$ cat src/rtl/ppa_pkg.sv
// shared types, constants and helpers for the planar polygon area unit
// no dependencies
package ppa_pkg;

  // fixed field widths
  localparam int COORD_W = 16;
  localparam int DIFF_W  = COORD_W + 1;
  localparam int PROD_W  = 2 * DIFF_W;
  localparam int NORM_W  = 34;
  localparam int SUM_W   = 2 * COORD_W + 12;
  localparam int DOT_W   = 80;
  localparam int NN_W    = 68;
  localparam int ROOT_W  = NN_W / 2;
  localparam int SREM_W  = ROOT_W + 4;
  localparam int DREM_W  = ROOT_W;
  localparam int AREA_W  = 36;
  localparam int STAT_W  = 2;

  localparam int MAX_VERTICES = 1024;
  localparam int CNT_W        = $clog2(MAX_VERTICES + 1);

  // sequencer step counts
  localparam int MAC_STEPS  = 6;
  localparam int MUL_STEPS  = NORM_W;
  localparam int SQRT_STEPS = ROOT_W;
  localparam int DIV_STEPS  = DOT_W;
  localparam int SEQ_W      = 7;
  localparam int STEP_W     = 3;
  localparam int K_W        = 2;

  typedef enum logic [STAT_W-1:0] {
    STAT_OK    = 2'd0,
    STAT_FEW   = 2'd1,
    STAT_DEGEN = 2'd2
  } area_stat_e;

  typedef enum logic [1:0] {
    MM_ACC,
    MM_NRM,
    MM_CLOSE
  } mac_mode_e;

  typedef enum logic [3:0] {
    S_IDLE,
    S_ROUTE,
    S_ACC,
    S_NRM,
    S_COMMIT,
    S_CHECK,
    S_CLOSE,
    S_MLOAD,
    S_MULT,
    S_SQINIT,
    S_SQRT,
    S_DVINIT,
    S_DIV,
    S_DONE
  } ppa_state_e;

  typedef struct packed {
    logic              load;
    logic              mac_en;
    mac_mode_e         mac_mode;
    logic [STEP_W-1:0] step;
    logic              commit;
    logic              mul_load;
    logic              mul_step;
    logic [K_W-1:0]    kidx;
    logic              sq_init;
    logic              sq_step;
    logic              dv_init;
    logic              dv_step;
    logic              out_load;
    logic              clear;
  } ppa_cmd_t;

  typedef struct packed {
    logic last;
    logic cnt_zero;
    logic cnt_two;
    logic cnt_full;
    logic few;
    logic nzero;
    logic out_free;
  } ppa_stat_t;

  // cyclic successor indexes of a vector component
  function automatic logic [K_W-1:0] idx_p1(input logic [K_W-1:0] k);
    logic [K_W-1:0] r;
    case (k)
      2'd0:    r = 2'd1;
      2'd1:    r = 2'd2;
      default: r = 2'd0;
    endcase
    return r;
  endfunction

  function automatic logic [K_W-1:0] idx_p2(input logic [K_W-1:0] k);
    logic [K_W-1:0] r;
    case (k)
      2'd0:    r = 2'd2;
      2'd1:    r = 2'd0;
      default: r = 2'd1;
    endcase
    return r;
  endfunction

endpackage

$ cat src/rtl/ppa_ctrl.sv
// sequencer for the planar polygon area unit
// depends on ppa_pkg
module ppa_ctrl import ppa_pkg::*; (
  input  logic      clk_i,
  input  logic      rst_ni,
  input  logic      in_valid_i,
  output logic      in_stall_o,
  input  ppa_stat_t stat_i,
  output ppa_cmd_t  cmd_o
);

  ppa_state_e       state_q, state_d;
  logic [SEQ_W-1:0] cnt_q, cnt_d;
  logic [K_W-1:0]   k_q, k_d;

  always_ff @(posedge clk_i or negedge rst_ni) begin
    if (!rst_ni) begin
      state_q <= S_IDLE;
      cnt_q   <= '0;
      k_q     <= '0;
    end else begin
      state_q <= state_d;
      cnt_q   <= cnt_d;
      k_q     <= k_d;
    end
  end

  always_comb begin
    state_d      = state_q;
    cnt_d        = cnt_q;
    k_d          = k_q;
    cmd_o        = '0;
    cmd_o.mac_mode = MM_ACC;
    cmd_o.step   = cnt_q[STEP_W-1:0];
    cmd_o.kidx   = k_q;
    in_stall_o   = (state_q != S_IDLE);
    case (state_q)
      S_IDLE: begin
        if (in_valid_i) begin
          cmd_o.load = 1'b1;
          state_d    = S_ROUTE;
        end
      end
      S_ROUTE: begin
        cnt_d = '0;
        if (stat_i.cnt_full) begin
          state_d = stat_i.last ? S_CHECK : S_IDLE;
        end else if (stat_i.cnt_zero) begin
          state_d = S_COMMIT;
        end else begin
          state_d = S_ACC;
        end
      end
      S_ACC, S_NRM, S_CLOSE: begin
        cmd_o.mac_en   = (cnt_q < SEQ_W'(MAC_STEPS));
        cmd_o.mac_mode = (state_q == S_ACC) ? MM_ACC :
                         (state_q == S_NRM) ? MM_NRM : MM_CLOSE;
        cnt_d = cnt_q + 1'b1;
        if (cnt_q == SEQ_W'(MAC_STEPS)) begin
          cnt_d = '0;
          k_d   = '0;
          case (state_q)
            S_ACC:   state_d = stat_i.cnt_two ? S_NRM : S_COMMIT;
            S_NRM:   state_d = S_COMMIT;
            default: state_d = S_MLOAD;
          endcase
        end
      end
      S_COMMIT: begin
        cmd_o.commit = 1'b1;
        state_d      = stat_i.last ? S_CHECK : S_IDLE;
      end
      S_CHECK: begin
        cnt_d   = '0;
        state_d = (stat_i.few || stat_i.nzero) ? S_DONE : S_CLOSE;
      end
      S_MLOAD: begin
        cmd_o.mul_load = 1'b1;
        cnt_d          = '0;
        state_d        = S_MULT;
      end
      S_MULT: begin
        cmd_o.mul_step = 1'b1;
        cnt_d          = cnt_q + 1'b1;
        if (cnt_q == SEQ_W'(MUL_STEPS - 1)) begin
          if (k_q == K_W'(2)) begin
            state_d = S_SQINIT;
          end else begin
            k_d     = k_q + 1'b1;
            state_d = S_MLOAD;
          end
        end
      end
      S_SQINIT: begin
        cmd_o.sq_init = 1'b1;
        cnt_d         = '0;
        state_d       = S_SQRT;
      end
      S_SQRT: begin
        cmd_o.sq_step = 1'b1;
        cnt_d         = cnt_q + 1'b1;
        if (cnt_q == SEQ_W'(SQRT_STEPS - 1)) state_d = S_DVINIT;
      end
      S_DVINIT: begin
        cmd_o.dv_init = 1'b1;
        cnt_d         = '0;
        state_d       = S_DIV;
      end
      S_DIV: begin
        cmd_o.dv_step = 1'b1;
        cnt_d         = cnt_q + 1'b1;
        if (cnt_q == SEQ_W'(DIV_STEPS - 1)) state_d = S_DONE;
      end
      S_DONE: begin
        if (stat_i.out_free) begin
          cmd_o.out_load = 1'b1;
          cmd_o.clear    = 1'b1;
          state_d        = S_IDLE;
        end
      end
      default: state_d = S_IDLE;
    endcase
  end

endmodule

$ cat src/rtl/ppa_datapath.sv
// vertex store, cross product accumulator, dot product, isqrt and divider
// depends on ppa_pkg
module ppa_datapath import ppa_pkg::*; (
  input  logic                      clk_i,
  input  logic                      rst_ni,
  input  logic signed [COORD_W-1:0] coord_x_i,
  input  logic signed [COORD_W-1:0] coord_y_i,
  input  logic signed [COORD_W-1:0] coord_z_i,
  input  logic                      last_vertex_i,
  input  logic                      out_stall_i,
  output logic                      out_valid_o,
  output logic [AREA_W-1:0]         area_o,
  output logic [STAT_W-1:0]         status_o,
  input  ppa_cmd_t                  cmd_i,
  output ppa_stat_t                 stat_o
);

  logic signed [COORD_W-1:0] cur_q [3];
  logic signed [COORD_W-1:0] first_q [3];
  logic signed [COORD_W-1:0] second_q [3];
  logic signed [COORD_W-1:0] prev_q [3];
  logic                      last_q;
  logic [CNT_W-1:0]          vcnt_q;

  logic signed [NORM_W-1:0]  normal_q [3];
  logic [SUM_W-1:0]          sum_q [3];

  // multiplier pipeline stage
  logic signed [DIFF_W-1:0]  op_a, op_b;
  logic signed [PROD_W-1:0]  prod_d, prod_q;
  logic [K_W-1:0]            pk_q;
  logic                      psub_q, pnrm_q, pvalid_q;
  logic [K_W-1:0]            mk, ia, ib;

  // dot product and norm
  logic [NORM_W-1:0]         mplier_q;
  logic [DOT_W-1:0]          mc_dot_q, dot_q;
  logic [NN_W-1:0]           mc_nn_q, nn_q;
  logic                      mneg_q;
  logic signed [NORM_W-1:0]  nsel;
  logic [SUM_W-1:0]          ssel;

  // isqrt and divider
  logic [NN_W-1:0]           rad_q;
  logic [ROOT_W-1:0]         root_q;
  logic [SREM_W-1:0]         srem_q, srem2, strial;
  logic [DOT_W-1:0]          num_q, q_q, dot_abs;
  logic [DREM_W-1:0]         drem_q;
  logic [DREM_W:0]           drem2;

  logic                      out_valid_q;
  logic [AREA_W-1:0]         area_q;
  area_stat_e                status_q;

  assign stat_o.last     = last_q;
  assign stat_o.cnt_zero = (vcnt_q == '0);
  assign stat_o.cnt_two  = (vcnt_q == CNT_W'(2));
  assign stat_o.cnt_full = (vcnt_q == CNT_W'(MAX_VERTICES));
  assign stat_o.few      = (vcnt_q < CNT_W'(3));
  assign stat_o.nzero    = (normal_q[0] == '0) && (normal_q[1] == '0) &&
                           (normal_q[2] == '0);
  assign stat_o.out_free = !out_valid_q || !out_stall_i;

  assign out_valid_o = out_valid_q;
  assign area_o      = area_q;
  assign status_o    = status_q;

  // operand select for one cross product term
  always_comb begin
    mk = cmd_i.step[STEP_W-1:1];
    ia = cmd_i.step[0] ? idx_p2(mk) : idx_p1(mk);
    ib = cmd_i.step[0] ? idx_p1(mk) : idx_p2(mk);
    case (cmd_i.mac_mode)
      MM_NRM: begin
        op_a = DIFF_W'(second_q[ia]) - DIFF_W'(first_q[ia]);
        op_b = DIFF_W'(cur_q[ib]) - DIFF_W'(first_q[ib]);
      end
      MM_CLOSE: begin
        op_a = DIFF_W'(prev_q[ia]);
        op_b = DIFF_W'(first_q[ib]);
      end
      default: begin
        op_a = DIFF_W'(prev_q[ia]);
        op_b = DIFF_W'(cur_q[ib]);
      end
    endcase
    prod_d = op_a * op_b;
  end

  always_ff @(posedge clk_i) begin
    prod_q <= prod_d;
    pk_q   <= mk;
    psub_q <= cmd_i.step[0];
    pnrm_q <= (cmd_i.mac_mode == MM_NRM);
  end

  // vertex registers
  always_ff @(posedge clk_i) begin
    if (cmd_i.load) begin
      cur_q[0] <= coord_x_i;
      cur_q[1] <= coord_y_i;
      cur_q[2] <= coord_z_i;
      last_q   <= last_vertex_i;
    end
    if (cmd_i.commit) begin
      prev_q <= cur_q;
      if (vcnt_q == '0) first_q <= cur_q;
      if (vcnt_q == CNT_W'(1)) second_q <= cur_q;
    end
  end

  // polygon accumulators
  always_ff @(posedge clk_i or negedge rst_ni) begin
    if (!rst_ni) begin
      pvalid_q <= 1'b0;
      vcnt_q   <= '0;
      for (int i = 0; i < 3; i++) begin
        normal_q[i] <= '0;
        sum_q[i]    <= '0;
      end
      dot_q <= '0;
      nn_q  <= '0;
    end else begin
      pvalid_q <= cmd_i.mac_en;
      if (pvalid_q) begin
        if (pnrm_q) begin
          normal_q[pk_q] <= psub_q ? normal_q[pk_q] - NORM_W'(prod_q) : NORM_W'(prod_q);
        end else begin
          sum_q[pk_q] <= psub_q ? sum_q[pk_q] - SUM_W'(prod_q) : sum_q[pk_q] + SUM_W'(prod_q);
        end
      end
      if (cmd_i.commit) vcnt_q <= vcnt_q + 1'b1;
      if (cmd_i.mul_step && mplier_q[0]) begin
        dot_q <= mneg_q ? dot_q - mc_dot_q : dot_q + mc_dot_q;
        nn_q  <= nn_q + mc_nn_q;
      end
      if (cmd_i.clear) begin
        vcnt_q <= '0;
        dot_q  <= '0;
        nn_q   <= '0;
        for (int i = 0; i < 3; i++) begin
          normal_q[i] <= '0;
          sum_q[i]    <= '0;
        end
      end
    end
  end

  // shift-add multiply of one component
  assign nsel = normal_q[cmd_i.kidx];
  assign ssel = sum_q[cmd_i.kidx];

  always_ff @(posedge clk_i) begin
    if (cmd_i.mul_load) begin
      mplier_q <= nsel[NORM_W-1] ? NORM_W'(-nsel) : NORM_W'(nsel);
      mc_nn_q  <= NN_W'(nsel[NORM_W-1] ? NORM_W'(-nsel) : NORM_W'(nsel));
      mc_dot_q <= DOT_W'(ssel[SUM_W-1] ? SUM_W'(-ssel) : ssel);
      mneg_q   <= nsel[NORM_W-1] ^ ssel[SUM_W-1];
    end else if (cmd_i.mul_step) begin
      mplier_q <= mplier_q >> 1;
      mc_dot_q <= mc_dot_q << 1;
      mc_nn_q  <= mc_nn_q << 1;
    end
  end

  // isqrt, two radicand bits a step
  assign srem2  = {srem_q[SREM_W-3:0], rad_q[NN_W-1 -: 2]};
  assign strial = {2'b00, root_q, 2'b01};
  // restoring divide, one quotient bit a step
  assign drem2   = {drem_q, num_q[DOT_W-1]};
  assign dot_abs = dot_q[DOT_W-1] ? DOT_W'(-dot_q) : dot_q;

  always_ff @(posedge clk_i) begin
    if (cmd_i.sq_init) begin
      rad_q  <= nn_q;
      root_q <= '0;
      srem_q <= '0;
    end else if (cmd_i.sq_step) begin
      rad_q <= rad_q << 2;
      if (srem2 >= strial) begin
        srem_q <= srem2 - strial;
        root_q <= {root_q[ROOT_W-2:0], 1'b1};
      end else begin
        srem_q <= srem2;
        root_q <= {root_q[ROOT_W-2:0], 1'b0};
      end
    end
    if (cmd_i.dv_init) begin
      num_q  <= dot_abs << 1;
      drem_q <= '0;
      q_q    <= '0;
    end else if (cmd_i.dv_step) begin
      num_q <= num_q << 1;
      if (drem2 >= {1'b0, root_q}) begin
        drem_q <= DREM_W'(drem2 - {1'b0, root_q});
        q_q    <= {q_q[DOT_W-2:0], 1'b1};
      end else begin
        drem_q <= drem2[DREM_W-1:0];
        q_q    <= {q_q[DOT_W-2:0], 1'b0};
      end
    end
  end

  // result register
  always_ff @(posedge clk_i or negedge rst_ni) begin
    if (!rst_ni) begin
      out_valid_q <= 1'b0;
    end else if (cmd_i.out_load) begin
      out_valid_q <= 1'b1;
    end else if (!out_stall_i) begin
      out_valid_q <= 1'b0;
    end
  end

  always_ff @(posedge clk_i) begin
    if (cmd_i.out_load) begin
      if (stat_o.few) begin
        status_q <= STAT_FEW;
        area_q   <= '0;
      end else if (stat_o.nzero) begin
        status_q <= STAT_DEGEN;
        area_q   <= '0;
      end else begin
        status_q <= STAT_OK;
        area_q   <= (|q_q[DOT_W-1:AREA_W]) ? '1 : q_q[AREA_W-1:0];
      end
    end
  end

endmodule

$ cat src/rtl/planar_polygon_area_3d_unit.sv
// top level of the planar polygon area unit
// depends on ppa_pkg, ppa_ctrl, ppa_datapath
//
// channel  direction  handshake              payload
// vertex   in         in_valid_i/in_stall_o  coord_x_i coord_y_i coord_z_i last_vertex_i
// area     out        out_valid_o/out_stall_i area_o status_o
//
// a vertex other than the first runs six terms through one 17x17 multiplier,
// the third vertex two passes of six terms
// a closing vertex adds the closing term, the shift-add dot product,
// the isqrt and the restoring divider
// an ending vertex that fails the vertex count or normal check skips the area arithmetic
// reset is asynchronous and clears the polygon accumulators and the result valid flag
// a held result stalls the unit only when the next result is ready
module planar_polygon_area_3d_unit import ppa_pkg::*; (
  input  logic                      clk_i,
  input  logic                      rst_ni,
  input  logic                      in_valid_i,
  output logic                      in_stall_o,
  input  logic signed [COORD_W-1:0] coord_x_i,
  input  logic signed [COORD_W-1:0] coord_y_i,
  input  logic signed [COORD_W-1:0] coord_z_i,
  input  logic                      last_vertex_i,
  output logic                      out_valid_o,
  input  logic                      out_stall_i,
  output logic [AREA_W-1:0]         area_o,
  output logic [STAT_W-1:0]         status_o
);

  // command and status between sequencer and datapath
  ppa_cmd_t  cmd;
  ppa_stat_t stat;

  // sequencer: one request at a time, through accumulate, check and
  // the iterative area stages
  ppa_ctrl u_ctrl (
    .clk_i      (clk_i),
    .rst_ni     (rst_ni),
    .in_valid_i (in_valid_i),
    .in_stall_o (in_stall_o),
    .stat_i     (stat),
    .cmd_o      (cmd)
  );

  // datapath: vertex store, cross sums, normal, area arithmetic and
  // the output register
  ppa_datapath u_dp (
    .clk_i         (clk_i),
    .rst_ni        (rst_ni),
    .coord_x_i     (coord_x_i),
    .coord_y_i     (coord_y_i),
    .coord_z_i     (coord_z_i),
    .last_vertex_i (last_vertex_i),
    .out_stall_i   (out_stall_i),
    .out_valid_o   (out_valid_o),
    .area_o        (area_o),
    .status_o      (status_o),
    .cmd_i         (cmd),
    .stat_o        (stat)
  );

endmodule

$ cat config.mk
export PLATFORM = sky130hd
export DESIGN_NAME = planar_polygon_area_3d_unit
export DESIGN_NICKNAME = d
export VERILOG_FILES = /design/src/rtl/ppa_pkg.sv /design/src/rtl/ppa_ctrl.sv /design/src/rtl/ppa_datapath.sv /design/src/rtl/planar_polygon_area_3d_unit.sv
export SDC_FILE = /design/constraint.sdc
export NUM_CORES = 2
export LEC_CHECK = 0
export CAP_MARGIN = 20
export CELL_PAD_IN_SITES_DETAIL_PLACEMENT = 1
export CELL_PAD_IN_SITES_GLOBAL_PLACEMENT = 2
export CORE_MARGIN = 3
export CORE_UTILIZATION = 30
export DETAILED_ROUTE_END_ITERATION = 10
export DONT_BUFFER_PORTS = 1
export GPL_TIMING_DRIVEN = 0
export PLACE_DENSITY_LB_ADDON = 0.1
export SYNTH_ARGS = -nofsm -noshare
export SYNTH_HDL_FRONTEND = slang
export SYNTH_HIERARCHICAL = 1
export SYNTH_SLANG_ARGS = --single-unit
$ cat constraint.sdc
create_clock -name clk_i -period 17.8 [get_ports clk_i]
set_input_delay 1.78 -clock clk_i [delete_from_list [all_inputs] [get_ports clk_i]]
set_output_delay 1.78 -clock clk_i [all_outputs]
set_load 0.05 [all_outputs]
Word-level counts from Yosys, hierarchy flattened. Index checks and enable logic that the tools add are counted. W data, S select, Z words.

Register bits: 1191. Bits of input ports: 53. Output and inout bits: 40. Logic and storage cells: 251.

Add/subtract/negate cells: 16. Multipliers: 1. Magnitude comparators: 9. Equality and inequality tests: 32. Muxes and demuxes: 110. Bitwise logic cells: 5. Reduce and logical (&&, ||, !) cells: 35.

Operators by type and width (count): $mux W80 (7); $mux W68 (7); $mux W132 (3); $mux W34 (10); $mux W44 (7); $mux W102 (3); $bmux W44 S2 (2); $bmux W16 S2 (5); $mux W16 (10); $bmux W34 S2 (2); $bwmux W132 (1); $bwmux W102 (1); $logic_not A34 Y1 (3); $demux W44 S2 (1); $add A80 B80 Y80 (1); $sub A80 B80 Y80 (1); $mux W79 (1); $neg A79 Y79 (1); $mux W36 (2); $add A68 B68 Y68 (1); $demux W34 S2 (1); $sub A34 B34 Y34 (2); $pmux W4 S12 (1); $add A44 B44 Y44 (1); 58 further kinds (134).

Logic depth before layout (Yosys ltp).
Depth after elaboration: 10. Mapped depth: 48. Depth with buffers taken out: 42.

Cells and area by module. The synthesis kept the hierarchy.

By module, submodules not included: ppa_datapath (instances 1, cells an instance 8767, area each 82512.9 µm², seq. area each 31174.9 µm²); ppa_ctrl (instances 1, cells an instance 153, area each 1256.2 µm², seq. area each 325.3 µm²).

Least setup slack after synthesis. No wires, ideal clock.

Path type: register to register. Start: register u_ctrl.cnt_q[2]. End: register u_dp.prod_q[33]. Setup time: 0.072 ns. Arrival time: 11.080 ns. Data required time: 17.728 ns. Path slack: 6.648 ns. Stages on the path, launching flop included: 41. Path buffers: 5. Period minus slack after synthesis: 11.152 ns. Cell sequence: dfrtp_1 buf_4 clkbuf_1 nor3_1 a21oi_1 clkbuf_1 clkbuf_1 buf_1 mux2i_1 o21ai_0 ha_1 fa_1 nor2b_1 o21ai_0 a21boi_0 o21ai_0 nand2b_1 a21o_1 (+5 left out) fa_1 fa_1 fa_1 fa_1 fa_1 inv_1 fa_1 inv_1 ha_1 and3_1 a221o_1 a31oi_1 o221ai_1 a21o_1 a21oi_1 o2111ai_1 a21oi_1 xnor2_1.

Word-level cells in the longest chain between the ends: 10. Elaborated cells on any way between the ends: 28. Classes of those cells: add/sub (2); mul (1); eq/ne (1); mux (21); bitwise (2); reduce/logical (1).

RTL lines: start, declared (line ppa_ctrl.sv:13) `logic [SEQ_W-1:0] cnt_q, cnt_d;`; start signal, assigned (line ppa_ctrl.sv:23) `cnt_q <= cnt_d;`; $eq A2 B1 Y1 or $logic_not A2 Y1 (tied branches) (line ppa_pkg.sv:90, ppa_pkg.sv:100); $pmux W2 S2 (on tied branches) (line ppa_pkg.sv:100, ppa_pkg.sv:90); $mux W2 (on tied branches) (line ppa_datapath.sv:72, ppa_datapath.sv:71); $not A2 Y3 (on tied branches); $bmux W16 S2 (on tied branches); $mux W16 (on tied branches) (2 in series); $sub A16 B16 Y17 (on tied branches) (line ppa_datapath.sv:76, ppa_datapath.sv:75); $pmux W17 S2 or $mux W17 (tied branches); $mul A17 B17 Y34 * (line ppa_datapath.sv:87) `prod_d = op_a * op_b;`; named net u_dp.prod_d[33] (line ppa_datapath.sv:30) `logic signed [PROD_W-1:0] prod_d, prod_q;`; end signal, assigned (line ppa_datapath.sv:91) `prod_q <= prod_d;`; end, declared (line ppa_datapath.sv:30).

The timed path passes the listed nets; every way through them passes the cells marked *. The select of a mux whose other input is x is not followed. A chain may end at the register's enable or synchronous reset.

Final worst setup path. Same ends and word-level chain as after synthesis.

==> PnR_summary.wiki <==
{| class="wikitable"
! Metric !! Value
|-
| Detailed Route Iter0 Violations || 3,640
|-
| Fin. Hold Viols || 0
|-
| Longest individual stage delay on the worst path || 0.91 ns
|-
| Global-route wire length before repair || 472 mm
|-
| Count leader, synth || nand2_1
|-
| Die Y || 534 um
|-
| RSZ-0062 raised after global routing || false
|-
| R2r endpoint || u_dp/prod_q[33]
|-
| Placer Congestion || 0.855
|-
| Max-cap violation count || 0
|-
| Post-CTS repair timing setup buffer count || 0
|-
| Syn Area/Cell || 9.39 um^2
|-
| Cell types occupying the most area after synthesis || edfxtp_1 20%, dfrtp_1 12%, fa_1 7.3%
|-
| Total clock sinks || between 1,000 and 1,500
|-
| CTS tree || yes
|-
| Worst R2R Setup Slack || 4.29 ns
|-
| DRC violations left || 0
|-
| Launch instance of the worst min-delay path || u_ctrl/cnt_q[2]
|-
| Slew Limit Fails || 0
|-
| Clock buffer count from CTS || 160
|-
| Final number of setup-violating endpoints || 0
|-
| Area of the die || 0.286 mm^2
|-
| # H-tree levels || 4
|-
| Maximum number of pins on one net before global-route repair || ~410
|-
| Growth of design area from synthesis to finish || 12.8%
|-
| Core Region || 0.277 mm^2
|-
| Routed via count divided by cell count || roughly 5.2
|-
| Worst hold path type || reg2reg
|-
| Max clock buf depth || 4
|-
| Syn nets || 9,700
|-
| Synth Register Bits || 1,191
|-
| Global-route total usage across every layer || 21.5%
|-
| Critical-path cell with the highest stage delay || buf_1
|-
| Overall die width || 534 um
|-
| Number of rows created at floorplan || roughly 190
|-
| Quantity of I/O buffers inserted on ports || 0
|-
| Critical path launch point type || flip-flop
|-
| Number of nets in the layout || 9,907
|-
| Number of enable flip-flop cells after synthesis || 561
|-
| Worst slew margin relative to its limit || 12.9%
|-
| Clock slew at reported path FFs || 0.06 ns
|-
| Count of hold-fix buffers inserted at cts || 0
|-
| Fraction of final layout cells with drive strength greater than 1 || 5.95%
|-
| Startpoint of the lowest-slack register-to-register path || u_ctrl/cnt_q[2]
|-
| WL final || 312 mm
|-
| Worst hold path depth || 1
|-
| Remaining global-route overflow || 0
|-
| Proportion of synthesized flip-flops having asynchronous set or reset || 34.3%
|-
| Cts repair resizes || 0
|-
| Max Clock Skew || a little over 0.06 ns
|-
| Total Neg Setup Slack || 0 ns
|-
| Run status || finished, final reports clean
|-
| Cell type with the highest aggregate area in the netlist || edfxtp_1
|-
| Length of the first detailed-routing pass in iterations || 8
|-
| Proportion of netlist area held by the largest area contributor || slightly above 20%
|-
| Routed wire per std cell || 24.1 um
|-
| Cell occurring most often along the worst timing path || fa_1
|-
| Slew at the pin closest to its max-slew limit || between 1 and 1.5 ns
|-
| CP endpoint kind || flip-flop
|-
| Most common flop cell mapped by yosys || edfxtp_1
|-
| Initial Utilization || 30.2%
|-
| Critical Path Source || u_ctrl/cnt_q[2]
|-
| Arrival time at the worst endpoint || 14.24 ns
|-
| Via count of the first global-routing pass || 71,800
|-
| Clock root buffer || clkbuf_16
|-
| Critical Path Fanout Max || 10
|-
| Portion of the post-synthesis area used by sequential elements || a little under two fifths
|-
| Fin crit period || 13.51 ns
|-
| Clk Latency, worst-skew pair || 0.85 ns
|-
| Critical setup path kind || reg2reg
|-
| Number of top-level pins || 93
|-
| Cell variety after synth || 105
|-
| Number of antenna violations at the first check in global routing || 5
|-
| Syn Inst Count || 8,920
|-
| HPWL after detailed placement || 244 mm
|-
| Critical Path RT || 18.53 ns
|-
| Post-synthesis instance area || 0.0838 mm^2
|-
| Max Fclk || 74.0 MHz
|-
| Synth top cells by count || 885 x nand2_1, 810 x nor2_1, 638 x a21oi_1
|-
| Part of the cycle the worst path needs || 75.9%
|-
| Yosys warning total || 6
|-
| Worst min-delay path endpoint || u_dp/pk_q[1]
|-
| Reg2reg path depth || between 40 and 50
|-
| Via Count || 67,400
|-
| Antenna-violating nets left || 0
|}
==> per-stage QoR <==
step | instance area, um^2 | hold slack, ns | cells | utilization, % | worst slack (ns)
4_1_cts | 94400 | 0.484 | 13000 | 34.0 | 3.68
3_3_place_gp | 88400 | 0.463 | 12600 | 31.9 | 2.10
3_5_place_dp | 89100 | 0.474 | 12700 | 32.1 | 3.77
6_report | 94500 | 0.479 | 13000 | 34.1 | 4.29
2_1_floorplan | 83800 | 0.447 | 8920 | - | 6.65
5_1_grt | 94500 | 0.507 | 13000 | 34.1 | 3.32
==> cell families after synthesis <==
group,share of synthesized area (%)
xor gates and xnor gates,6.03
DFF,37.6
muxes,6.45
buffers and inverters,4.92
AOI/OAI and AO/OA,17.5
and+or+nand+nor,13.9
adders and majority gates,13.6
==> worst max path at each step <==
stage                 endpoint  slack [ns]  cells after the start
2_1_floorplan  u_dp/prod_q[33]        6.65                     40
3_3_place_gp   u_dp/prod_q[33]        2.10                     43
3_5_place_dp   u_dp/prod_q[33]        3.77                     44
4_1_cts        u_dp/prod_q[33]        3.68                     44
5_1_grt        u_dp/prod_q[33]        3.32                     43
6_report       u_dp/prod_q[33]        4.29                     43
==> layout make-up <==
cell class	count	area (um^2)
antenna	4	10.0
buffer	440	1790
clock buffer	218	4460
clock inverter	70	838
fill	31900	183000
inverter	621	2330
multi-input combinational	6668	48200
sequential	1191	31500
tap	3705	4640
timing repair buffer	45	699
==> sequential cells by signal, summed over array words and instances (netlist names), 48 cells and up <==
register       count
u_dp/cur_q        48
u_dp/dot_q        80
u_dp/first_q      48
u_dp/mc_dot_q     80
u_dp/mc_nn_q      68
u_dp/nn_q         68
u_dp/normal_q    102
u_dp/num_q        79
u_dp/prev_q       48
u_dp/q_q          80
u_dp/rad_q        68
u_dp/second_q     48
u_dp/sum_q       132
==> critical path, delay by kind of cell (launching register included) <==
family                   cells  cell delay, ns
AND/OR/NAND/NOR              5            0.81
multiplexers                 1            0.28
buffers and inverters       10            2.93
AO/OA/AOI/OAI               17            4.90
flip-flops                   1            0.34
XOR/XNOR                     2            0.39
adder cells (fa/ha/maj)      8            3.70
==> per-layer routing <==
metal	up-vias	track usage, %	wire length [um]
met5	-	0	0
met4	0	5.91	8860
met3	370	1.89	8460
met2	966	37.3	151000
met1	34100	28.6	144000
li1	32000	-	-
==> placed cells by master (no fill, tap or decap), types with 222 or more instances in the layout <==
master / Yosys / final
mux2i_1: 417 / 416
o21ai_0: 618 / 618
nand2_1: 885 / 884
dfxtp_1: 222 / 222
ha_1: 423 / 423
edfxtp_1: 561 / 561
a21o_1: 262 / 262
inv_1: 619 / 619
nor2_1: 810 / 806
clkbuf_1: 339 / 376
xor2_1: 237 / 237
xnor2_1: 340 / 340
a21oi_1: 638 / 634
dfrtp_1: 408 / 408
fa_1: 304 / 304
Power is left out: the tool's default activity adds up to more than one toggle a clock period on the data nets, which glitch-free logic cannot reach.
